File: src/sv/hds_pkg.sv
// hds_pkg: shared sizes, configuration register codes and stage control type
// for the 2x2 box downscaler; no dependencies
package hds_pkg;

	localparam int MAX_WIDTH  = 2048;
	localparam int MAX_ROWS   = 2048;
	localparam int LINE_DEPTH = MAX_WIDTH / 4;
	localparam int MAX_GROUPS = MAX_WIDTH / 8;

	localparam int PIX_W    = 8;
	localparam int WORD_W   = 4 * PIX_W;
	localparam int PAIR_W   = PIX_W + 1;
	localparam int LINE_W   = 2 * PAIR_W;
	localparam int COL_W    = (LINE_DEPTH > 1) ? $clog2(LINE_DEPTH) : 1;
	localparam int ROW_W    = (MAX_ROWS > 1) ? $clog2(MAX_ROWS) : 1;
	localparam int GROUP_W  = 9;
	localparam int ROWCNT_W = 12;
	localparam int CFG_IDX_W  = 2;
	localparam int CFG_DATA_W = ROWCNT_W;

	// working widths for the saturated register values
	localparam int GCALC_W = ((GROUP_W > COL_W) ? GROUP_W : COL_W) + 2;
	localparam int RCALC_W = ((ROWCNT_W > ROW_W) ? ROWCNT_W : ROW_W) + 1;

	typedef enum logic [CFG_IDX_W-1:0] {
		CFG_GROUP_COUNT = 2'd0,
		CFG_ROW_COUNT   = 2'd1
	} hds_cfg_idx_t;

	// control that travels with one request into the merge stage
	typedef struct packed {
		logic odd_row;
		logic odd_col;
		logic row_end;
		logic frame_end;
	} hds_ctl_t;

endpackage

File: src/sv/hds_lane.sv
// hds_lane: one pixel-pair lane; forms the horizontal pair sum and, one stage
// later, the truncated 2x2 average with the stored pair sum; depends on hds_pkg
module hds_lane import hds_pkg::*; (
	input  logic              clk,
	input  logic              en,
	input  logic [PIX_W-1:0]  pix_l,
	input  logic [PIX_W-1:0]  pix_r,
	input  logic [PAIR_W-1:0] prev_sum,
	output logic [PAIR_W-1:0] pair_sum,
	output logic [PIX_W-1:0]  avg
);

	logic [PAIR_W-1:0] pair_s2;
	logic [PAIR_W:0]   box_sum;

	assign pair_sum = {1'b0, pix_l} + {1'b0, pix_r};

	always_ff @(posedge clk) begin
		if (en) begin
			pair_s2 <= pair_sum;
		end
	end

	assign box_sum = {1'b0, pair_s2} + {1'b0, prev_sum};
	assign avg     = box_sum[PAIR_W:2];

endmodule

File: config.mk
export PLATFORM = sky130hd
export DESIGN_NAME = hds_lane
export DESIGN_NICKNAME = d
export VERILOG_FILES = /design/src/sv/hds_pkg.sv /design/src/sv/hds_lane.sv
export SDC_FILE = /design/constraint.sdc
export NUM_CORES = 1
export LEC_CHECK = 0
export ABC_AREA = 1
export BUFFER_PORTS_ARGS = -buffer_cell sky130_fd_sc_hd__buf_4
export CAP_MARGIN = 10
export CORE_MARGIN = 5
export CORE_UTILIZATION = 46
export CTS_CLUSTER_DIAMETER = 50
export DETAILED_ROUTE_END_ITERATION = 10
export GPL_ROUTABILITY_DRIVEN = 1
export PLACE_DENSITY_LB_ADDON = 0.25
export SLEW_MARGIN = 20
export SYNTH_ARGS = -nofsm -noshare
export SYNTH_HDL_FRONTEND = slang
export SYNTH_SLANG_ARGS = --single-unit
export TNS_END_PERCENT = 20
File: constraint.sdc
create_clock -name clk -period 2.6 [get_ports clk]
set_clock_uncertainty 0.2 [all_clocks]
set_input_delay 0.52 -clock clk [delete_from_list [all_inputs] [get_ports clk]]
set_output_delay 0.52 -clock clk [all_outputs]
set_load 0.01 [all_outputs]
==> results.json <==
{
  "fin_crit_ns": 2.510,
  "ys_types": 16,
  "overflow": 0,
  "ys_top_cells_by_count": "nand2_1, inv_1, ha_1",
  "synth_edf_count": 9,
  "hpwl_um": 1954,
  "antenna_found_initial": 0,
  "ir_drop_v": 0.0002689,
  "max_slew_margin_pct": 86.85,
  "yosysWarnings": 0,
  "finalPower_w": 0.0006937,
  "max_cap_violations": 0,
  "io_pins": 44,
  "post-route-period-util_pct": 96.52,
  "end_kind": "output port",
  "routedWlPerCell_um": 10.96,
  "min_to": "pair_s2[5]",
  "via_per_inst": 4.812,
  "worstSetupPathType": "in2out",
  "core_mm2": 0.001982,
  "path_max_fanout": 2,
  "reg.largest.list": "pair_s2 x9",
  "setup_violations": 0,
  "ys_top_cells_by_area": "edfxtp_1, ha_1, nand2_1",
  "path_clk_slew_ns": 0.06,
  "grt_usage_pct": 14.84,
  "hold_depth": 1,
  "grt_pass1_wl_um": 3829,
  "drt-initial-drc-count": 9,
  "drv_slew": 0,
  "ys_ff_latch": 9,
  "dieArea_mm2": 0.003123,
  "cts.sinks": 9,
  "fin_setup_tns_ns": 0,
  "postRouteAntennaNets": 0,
  "diodes": 0,
  "drt_wl_total_um": 2268,
  "p_leak_nw": 0.7873,
  "largest_reg_flops": 9,
  "yosysMostFrequentCell": "nand2_1",
  "vias": 996,
  "areaGrowthSynthToFinish_pct": 42.12,
  "cts_made_buffers": 3,
  "grt_max_degree": 10,
  "top_register": "pair_s2",
  "synth_area_um2": 968.4,
  "start_kind": "primary input",
  "ys_seq_area_share_pct": 27.91,
  "initial_core_util_pct": 48.86,
  "gp_congestion": 0.7700,
  "yosysTopAreaCell": "edfxtp_1",
  "cellPowerDensity_mw_per_mm2": 504.0,
  "fp.dieH_um": 55.89,
  "worst_pin_slew_ns": 0.1966,
  "synthesis.nets": 176,
  "synth_cells": 132,
  "placementRows": 16,
  "first_global_vias": 1037,
  "run_status": "finished, final reports clean",
  "synthFlopType": "edfxtp_1",
  "preCtsSetupSlack_ns": 0.0004352,
  "worstHoldStart": "en",
  "htreeDepth": 1,
  "nNetsFinal": 225,
  "cts_tree": "done",
  "max_freq_mhz": 398.5,
  "async_flop_share_pct": 0,
  "port_buffers": 43,
  "clk_path_buf_depth": 2,
  "final_layout_size_suffix_gt1_share_pct": 30.56,
  "hold_viol": 0,
  "syn-mean-instance-area_um2": 7.337,
  "worstPathRequired_ns": 1.88,
  "setup_ws_ns": 0.09039,
  "die_w_um": 55.89,
  "synth.top_cell.area_share_pct": 27.91,
  "drc": 0,
  "clockRootBuffer": "clkbuf_4",
  "worstPathArrival_ns": 1.79,
  "worstHoldPathType": "in2reg",
  "dr.pass1.iters": 4
}
what timing repair did:
| action | CTS | global route |
|---|---|---|
| gates resized for setup | 1 | 4 |
| setup buffers | 0 | 1 |
| pin swaps | 0 | 1 |
| gates cloned | 0 | 0 |
| hold buffers | 0 | 0 |
| endpoints found under the setup margin | 2 | 2 |
worst max-delay path: stages:
cell	delay, ns
buf_4	0.11
ha_2	0.19
fa_2	0.37
nand3_2	0.10
nand2_2	0.07
nand3_2	0.08
nand2_1	0.06
nand2_1	0.06
nand2_1	0.07
buf_4	0.15
where the power goes:
group | internal, W | switching, W | leakage (nW)
combinational | 0.000191 | 0.000211 | 0.684
clock | 0.0000586 | 0.0000411 | 0.0150
sequential | 0.000186 | 0.00000585 | 0.0879
total | 0.000436 | 0.000258 | 0.787
metrics by stage:
stage          area (µm²)  utilization, %  cells  hold WS, ns
2_1_floorplan       968.4               -    132       0.4325
3_3_place_gp         1325           66.86    202       0.6118
3_5_place_dp         1325           66.86    202       0.6141
4_1_cts              1354           68.31    206       0.3526
5_1_grt              1376           69.44    207       0.3529
6_report             1376           69.44    207       0.3561
final cells by class:
| class | instances | area [µm²] |
|---|---|---|
| fill | 165 | 605.6 |
| inverter | 21 | 78.83 |
| sequential | 9 | 270.3 |
| multi-input combinational | 102 | 636.9 |
| tap | 27 | 33.78 |
| timing repair buffer | 44 | 330.3 |
| clock buffer | 4 | 26.28 |
cell families after synthesis:
group,Yosys count,share of synthesized area [%]
flops,9,27.91
xor+xnor,6,5.426
fa+ha+maj,17,22.74
compound gates,15,8.914
simple gates,64,26.87
buf+inv,21,8.140
placed cells by master, fill, tap and decap left out:
master,count
fa_2,1
buf_4,44
nand2_2,3
nand3_1,9
inv_1,21
o21ai_1,2
xor2_1,6
a21o_1,1
nand2_1,44
a21boi_2,1
nand3_2,2
edfxtp_1,9
clkbuf_4,3
ha_2,1
clkbuf_1,1
nor3_1,1
o21bai_1,1
o21ai_0,1
a21oi_1,9
nor2_1,5
ha_1,15
layer usage:
metal / wire (µm) / vias to the layer above / part of all wire [%] / global-route usage, %
li1: - / 530 / - / -
met5: 0 / - / 0 / 0
met2: 1209 / 30 / 53 / 29.39
met4: 65 / 0 / 2.9 / 9.153
met3: 134 / 6 / 5.9 / 1.392
met1: 859 / 430 / 38 / 14.41
worst max path at each step:
stage	startpoint	to	slack, ns	depth (start not counted)
after CTS	pix_l[0]	pair_sum[8]	0.05	10
after global routing	pix_l[0]	pair_sum[6]	-0.01	10
final	pix_l[0]	pair_sum[8]	0.09	10
after detailed placement	pix_l[0]	pair_sum[8]	0.0004	10
after floorplan	pix_l[0]	pair_sum[6]	0.32	8
after global placement	pix_l[0]	pair_sum[8]	0.04	10
No activity file was read; power rests on OpenSTA's default activity.
