<file path="src/sv/hds_pkg.sv">
// hds_pkg: shared sizes, configuration register codes and stage control type
// for the 2x2 box downscaler; no dependencies
package hds_pkg;

	localparam int MAX_WIDTH  = 2048;
	localparam int MAX_ROWS   = 2048;
	localparam int LINE_DEPTH = MAX_WIDTH / 4;
	localparam int MAX_GROUPS = MAX_WIDTH / 8;

	localparam int PIX_W    = 8;
	localparam int WORD_W   = 4 * PIX_W;
	localparam int PAIR_W   = PIX_W + 1;
	localparam int LINE_W   = 2 * PAIR_W;
	localparam int COL_W    = (LINE_DEPTH > 1) ? $clog2(LINE_DEPTH) : 1;
	localparam int ROW_W    = (MAX_ROWS > 1) ? $clog2(MAX_ROWS) : 1;
	localparam int GROUP_W  = 9;
	localparam int ROWCNT_W = 12;
	localparam int CFG_IDX_W  = 2;
	localparam int CFG_DATA_W = ROWCNT_W;

	// working widths for the saturated register values
	localparam int GCALC_W = ((GROUP_W > COL_W) ? GROUP_W : COL_W) + 2;
	localparam int RCALC_W = ((ROWCNT_W > ROW_W) ? ROWCNT_W : ROW_W) + 1;

	typedef enum logic [CFG_IDX_W-1:0] {
		CFG_GROUP_COUNT = 2'd0,
		CFG_ROW_COUNT   = 2'd1
	} hds_cfg_idx_t;

	// control that travels with one request into the merge stage
	typedef struct packed {
		logic odd_row;
		logic odd_col;
		logic row_end;
		logic frame_end;
	} hds_ctl_t;

endpackage

</file>
<file path="src/sv/hds_merge.sv">
// hds_merge: joins the lane averages of an even and an odd column into one
// output word, holds the result register; depends on hds_pkg
module hds_merge import hds_pkg::*; (
	input  logic              clk,
	input  logic              arst_n,
	input  logic              valid_s2,
	input  hds_ctl_t          ctl_s2,
	input  logic [PIX_W-1:0]  avg_lo,
	input  logic [PIX_W-1:0]  avg_hi,
	output logic              adv,
	output logic              out_valid,
	input  logic              out_ready,
	output logic [WORD_W-1:0] out_word,
	output logic              row_end,
	output logic              frame_end
);

	logic                 emit;
	logic [2*PIX_W-1:0]   pending_q;
	logic                 out_valid_q;
	logic [WORD_W-1:0]    out_word_q;
	logic                 row_end_q;
	logic                 frame_end_q;

	assign emit = valid_s2 && ctl_s2.odd_row && ctl_s2.odd_col;
	assign adv  = !emit || !out_valid_q || out_ready;

	always_ff @(posedge clk or negedge arst_n) begin
		if (!arst_n) begin
			out_valid_q <= 1'b0;
			pending_q   <= '0;
		end else begin
			if (out_valid_q && out_ready) begin
				out_valid_q <= 1'b0;
			end
			if (valid_s2 && adv && ctl_s2.odd_row) begin
				if (ctl_s2.odd_col) begin
					out_valid_q <= 1'b1;
				end else begin
					pending_q <= {avg_hi, avg_lo};
				end
			end
		end
	end

	always_ff @(posedge clk) begin
		if (emit && adv) begin
			out_word_q  <= {avg_hi, avg_lo, pending_q};
			row_end_q   <= ctl_s2.row_end;
			frame_end_q <= ctl_s2.frame_end;
		end
	end

	assign out_valid = out_valid_q;
	assign out_word  = out_word_q;
	assign row_end   = row_end_q;
	assign frame_end = frame_end_q;

endmodule

</file>
<file path="config.mk">
export PLATFORM = sky130hd
export DESIGN_NAME = hds_merge
export DESIGN_NICKNAME = d
export VERILOG_FILES = /design/src/sv/hds_pkg.sv /design/src/sv/hds_merge.sv
export SDC_FILE = /design/constraint.sdc
export NUM_CORES = 1
export LEC_CHECK = 0
export BUFFER_PORTS_ARGS = -buffer_cell sky130_fd_sc_hd__buf_4
export CORE_UTILIZATION = 43
export DETAILED_ROUTE_END_ITERATION = 10
export HOLD_SLACK_MARGIN = 0.03
export PLACE_DENSITY = 0.83
export SYNTH_ARGS = -nofsm -noshare
export SYNTH_HDL_FRONTEND = slang
export SYNTH_SLANG_ARGS = --single-unit
export TNS_END_PERCENT = 100
</file>
<file path="constraint.sdc">
create_clock -name clk -period 2.5 [get_ports clk]
set_input_delay 0.125 -clock clk [delete_from_list [all_inputs] [get_ports clk]]
set_output_delay 0.125 -clock clk [all_outputs]
set_load 0.02 [all_outputs]
</file>
==> run_results.csv <==
group,metric,value,unit
outcome,outcome,"finished, final reports clean",
setup_path,worstPathArrival,1630,ps
setup_path,critPathKind,"flip-flop to flip-flop",
setup_path,startpoint_type,"flip-flop",
setup_path,worstPathCellList,"nor2b_1 > nor2_4",
yosys,syn-num-nets,98,
route,route.detailed.drc,0,
route,ant_nets,0,
yosys,yosysWarnings,0,
clock_tree,cts_root_buffer,"clkbuf_8",
timing,tightest_slew,910.6,ps
grt,grt_max_degree,35,
clock_tree,cts_buffers,5,
grt,grt.overflow.total,0,
place,place_ws,836.8,ps
clock_tree,clk_path_buf_depth,2,
timing,final.setup.tns,0,ps
cells_and_area,fin_util,0.6798,
clock_tree,cts_tree,"done",
yosys,syn_avg_cell_area,23.28,sq um
yosys,ys_seq_area_frac,0.8395,
clock_tree,post_cts_resize_count,0,
route,drt-met1-wl,1.250,mm
yosys,synth_compound_area_frac,0,
grt,grt_pass1_vias,991,
power_and_ir_drop,p_leak,1.089,nW
place,gp_congestion,0.7083,
cells_and_area,fill_cells,255,
timing,hold_viol,0,
power_and_ir_drop,peakVddDrop,0.5776,mV
worst_hold_path,hold_start,"out_ready",
floorplanning,core,3744,sq um
route,highest_layer,"met4",
timing,grt_setup_unrepaired,"false",
cells_and_area,syn_to_final_growth,47.71,%
yosys,synthSimpleGateAreaFrac,0.02760,
setup_path,path_delay_family,"simple AND/OR/NAND/NOR gates",
yosys,synthAdderAreaFrac,0,
yosys,synth_top_family_by_area,"multiplexers",
setup_path,timing.critical_path.buf_inv,0,
timing,period_share,0.6796,
floorplanning,start_util,0.4602,
clock_tree,clk_pin_slew,80,ps
floorplanning,die_h,65.30,microns
place,portBuffers,59,
clock_tree,cts_setup_buffers,0,
yosys,synthCells,74,
grt,grt_pass1_wl,4.795,mm
grt,grt_antenna_before_repair,0,
yosys,yosys-mux-area-fraction,0.1264,
cells_and_area,drive_gt1_frac,0.5283,
worst_hold_path,hold_class,"primary input to flip-flop",
yosys,synth_xor_area_frac,0,
route,vias,985,
timing,slew_headroom,0.3915,
clock_tree,htree_levels,2,
setup_path,rrSetupSlack,800,ps
yosys,yosys.area.top_type_share,0.5926,
cells_and_area,antennaDiodeCount,0,
floorplanning,die_w,65.30,microns
yosys,synth_top_area_cell,"edfxtp_1",
power_and_ir_drop,power_density,737.0,nW/um^2
setup_path,r2r_end,"out_word[25]",
yosys,synth-seq-cells,51,
place,placed_cell_area,2222,sq um
setup_path,rr_worst_depth,2,
route,routed_via_density,4.758,
clock_tree,hold_buffers,19,
route,wl_met3,214,microns
timing,fin_ws,801.0,ps
floorplanning,die_area,4264,sq um
cells_and_area,multi_input_area,272.8,sq um
yosys,synth_top_flop_cell,"edfxtp_1",
yosys,synth_edf_count,34,
clock_tree,clkSinkCount,51,
timing,max_freq,588.6,MHz
route,drt-initial-drc-count,23,
cells_and_area,layout.nets,182,
timing,setup_viol,0,
yosys,synth_common_cells,"edfxtp_1 (34), dfrtp_1 (17), mux2_4 (10)",
route,dr.pass1.iters,4,
yosys,synth_most_common_cell,"edfxtp_1",
timing,hold_ws,187.4,ps
worst_hold_path,holdPathEnd,"out_valid",
yosys,netlist_area,1723,sq um
job,cap_violations,0,
timing,period_minus_slack,1699,ps
cells_and_area,regArea,1446,sq um
yosys,async_flop_share,0.3333,
clock_tree,clk_latency,300,ps
grt,grt_usage,0.1614,
floorplanning,rows,22,
floorplanning,io_pins,60,
setup_path,required,2430,ps
setup_path,end_kind,"flip-flop",
route,route.met2.wl,1.677,mm
setup_path,critPathSlowestCell,"nor2_4",
timing,slew_viol_final,0,
worst_hold_path,holdPathStages,3,
cells_and_area,final_area,2545,sq um
yosys,synth.area.top_cells,"edfxtp_1 (59%), dfrtp_1 (25%), mux2_4 (8.7%)",
setup_path,reg2reg_from,"out_valid",
route,drt_wl_total,3.232,mm
setup_path,critPathMaxFanout,34,
timing,fin_skew,4.478,ps
yosys,synthDistinctLibCells,11,
setup_path,cpPeakStageDelay,720,ps
route,routedWlPerCell,15.61,microns
[stage by stage]
stage | std cells | power [mW]
2_1_floorplan | 74 | 1.133
3_3_place_gp | 180 | 1.209
3_5_place_dp | 180 | 1.221
4_1_cts | 207 | 1.885
5_1_grt | 207 | 1.937
6_report | 207 | 1.876
[layer usage]
metal	global-route usage	vias to the layer above
met1	0.1686	491
met2	0.2874	44
met4	0.08967	0
met5	0	-
met3	0.04688	7
li1	-	443
[flip-flops by register name, indices dropped and copies added (netlist names)]
register and flops:
out_word 32, pending_q 16, frame_end 1, out_valid 1, row_end 1
[worst max path at each step]
stage / depth (start not counted) / startpoint / end
finish: 2 / out_valid / out_word[25]
global route: 2 / out_valid / out_word[29]
CTS: 2 / out_valid / out_word[15]
detailed placement: 2 / out_valid / out_word[14]
global placement: 2 / out_valid / out_word[14]
floorplan: 2 / out_valid / frame_end
[cell usage in the layout (no fill, tap or decap), types with 2 or more instances in the layout]
cell type and instances:
buf_4 59, dlygate4sd3_1 19, clkbuf_8 5, dfrtp_1 17, edfxtp_1 34, mux2_4 10
mux2_2 6, bufinv_16 2
[worst min-delay path, cell delays in order]
cell	delay, ps
buf_4	80
nor2b_1	80
nand2b_1	160
[area by class of cell]
class,count,share of cell area
tap,48,0.02360
clock inverter,2,0.02360
clock buffer,6,0.02852
multi-input combinational,22,0.1072
sequential,51,0.5683
timing repair buffer,78,0.2488
[report_power, final]
part           internal [mW]  switching (mW)  total (mW)
Clock                  0.399           0.248       0.648
Combinational          0.124          0.0821       0.206
Sequential             0.988          0.0337        1.02
[kinds of logic (layout without fill, tap and decap cells)]
group                  Yosys count  in the layout
buffers and inverters            1             86
flip-flops                      51             51
AND/OR/NAND/NOR                  6              6
multiplexers                    16             16
No activity file was read; power rests on OpenSTA's default activity.
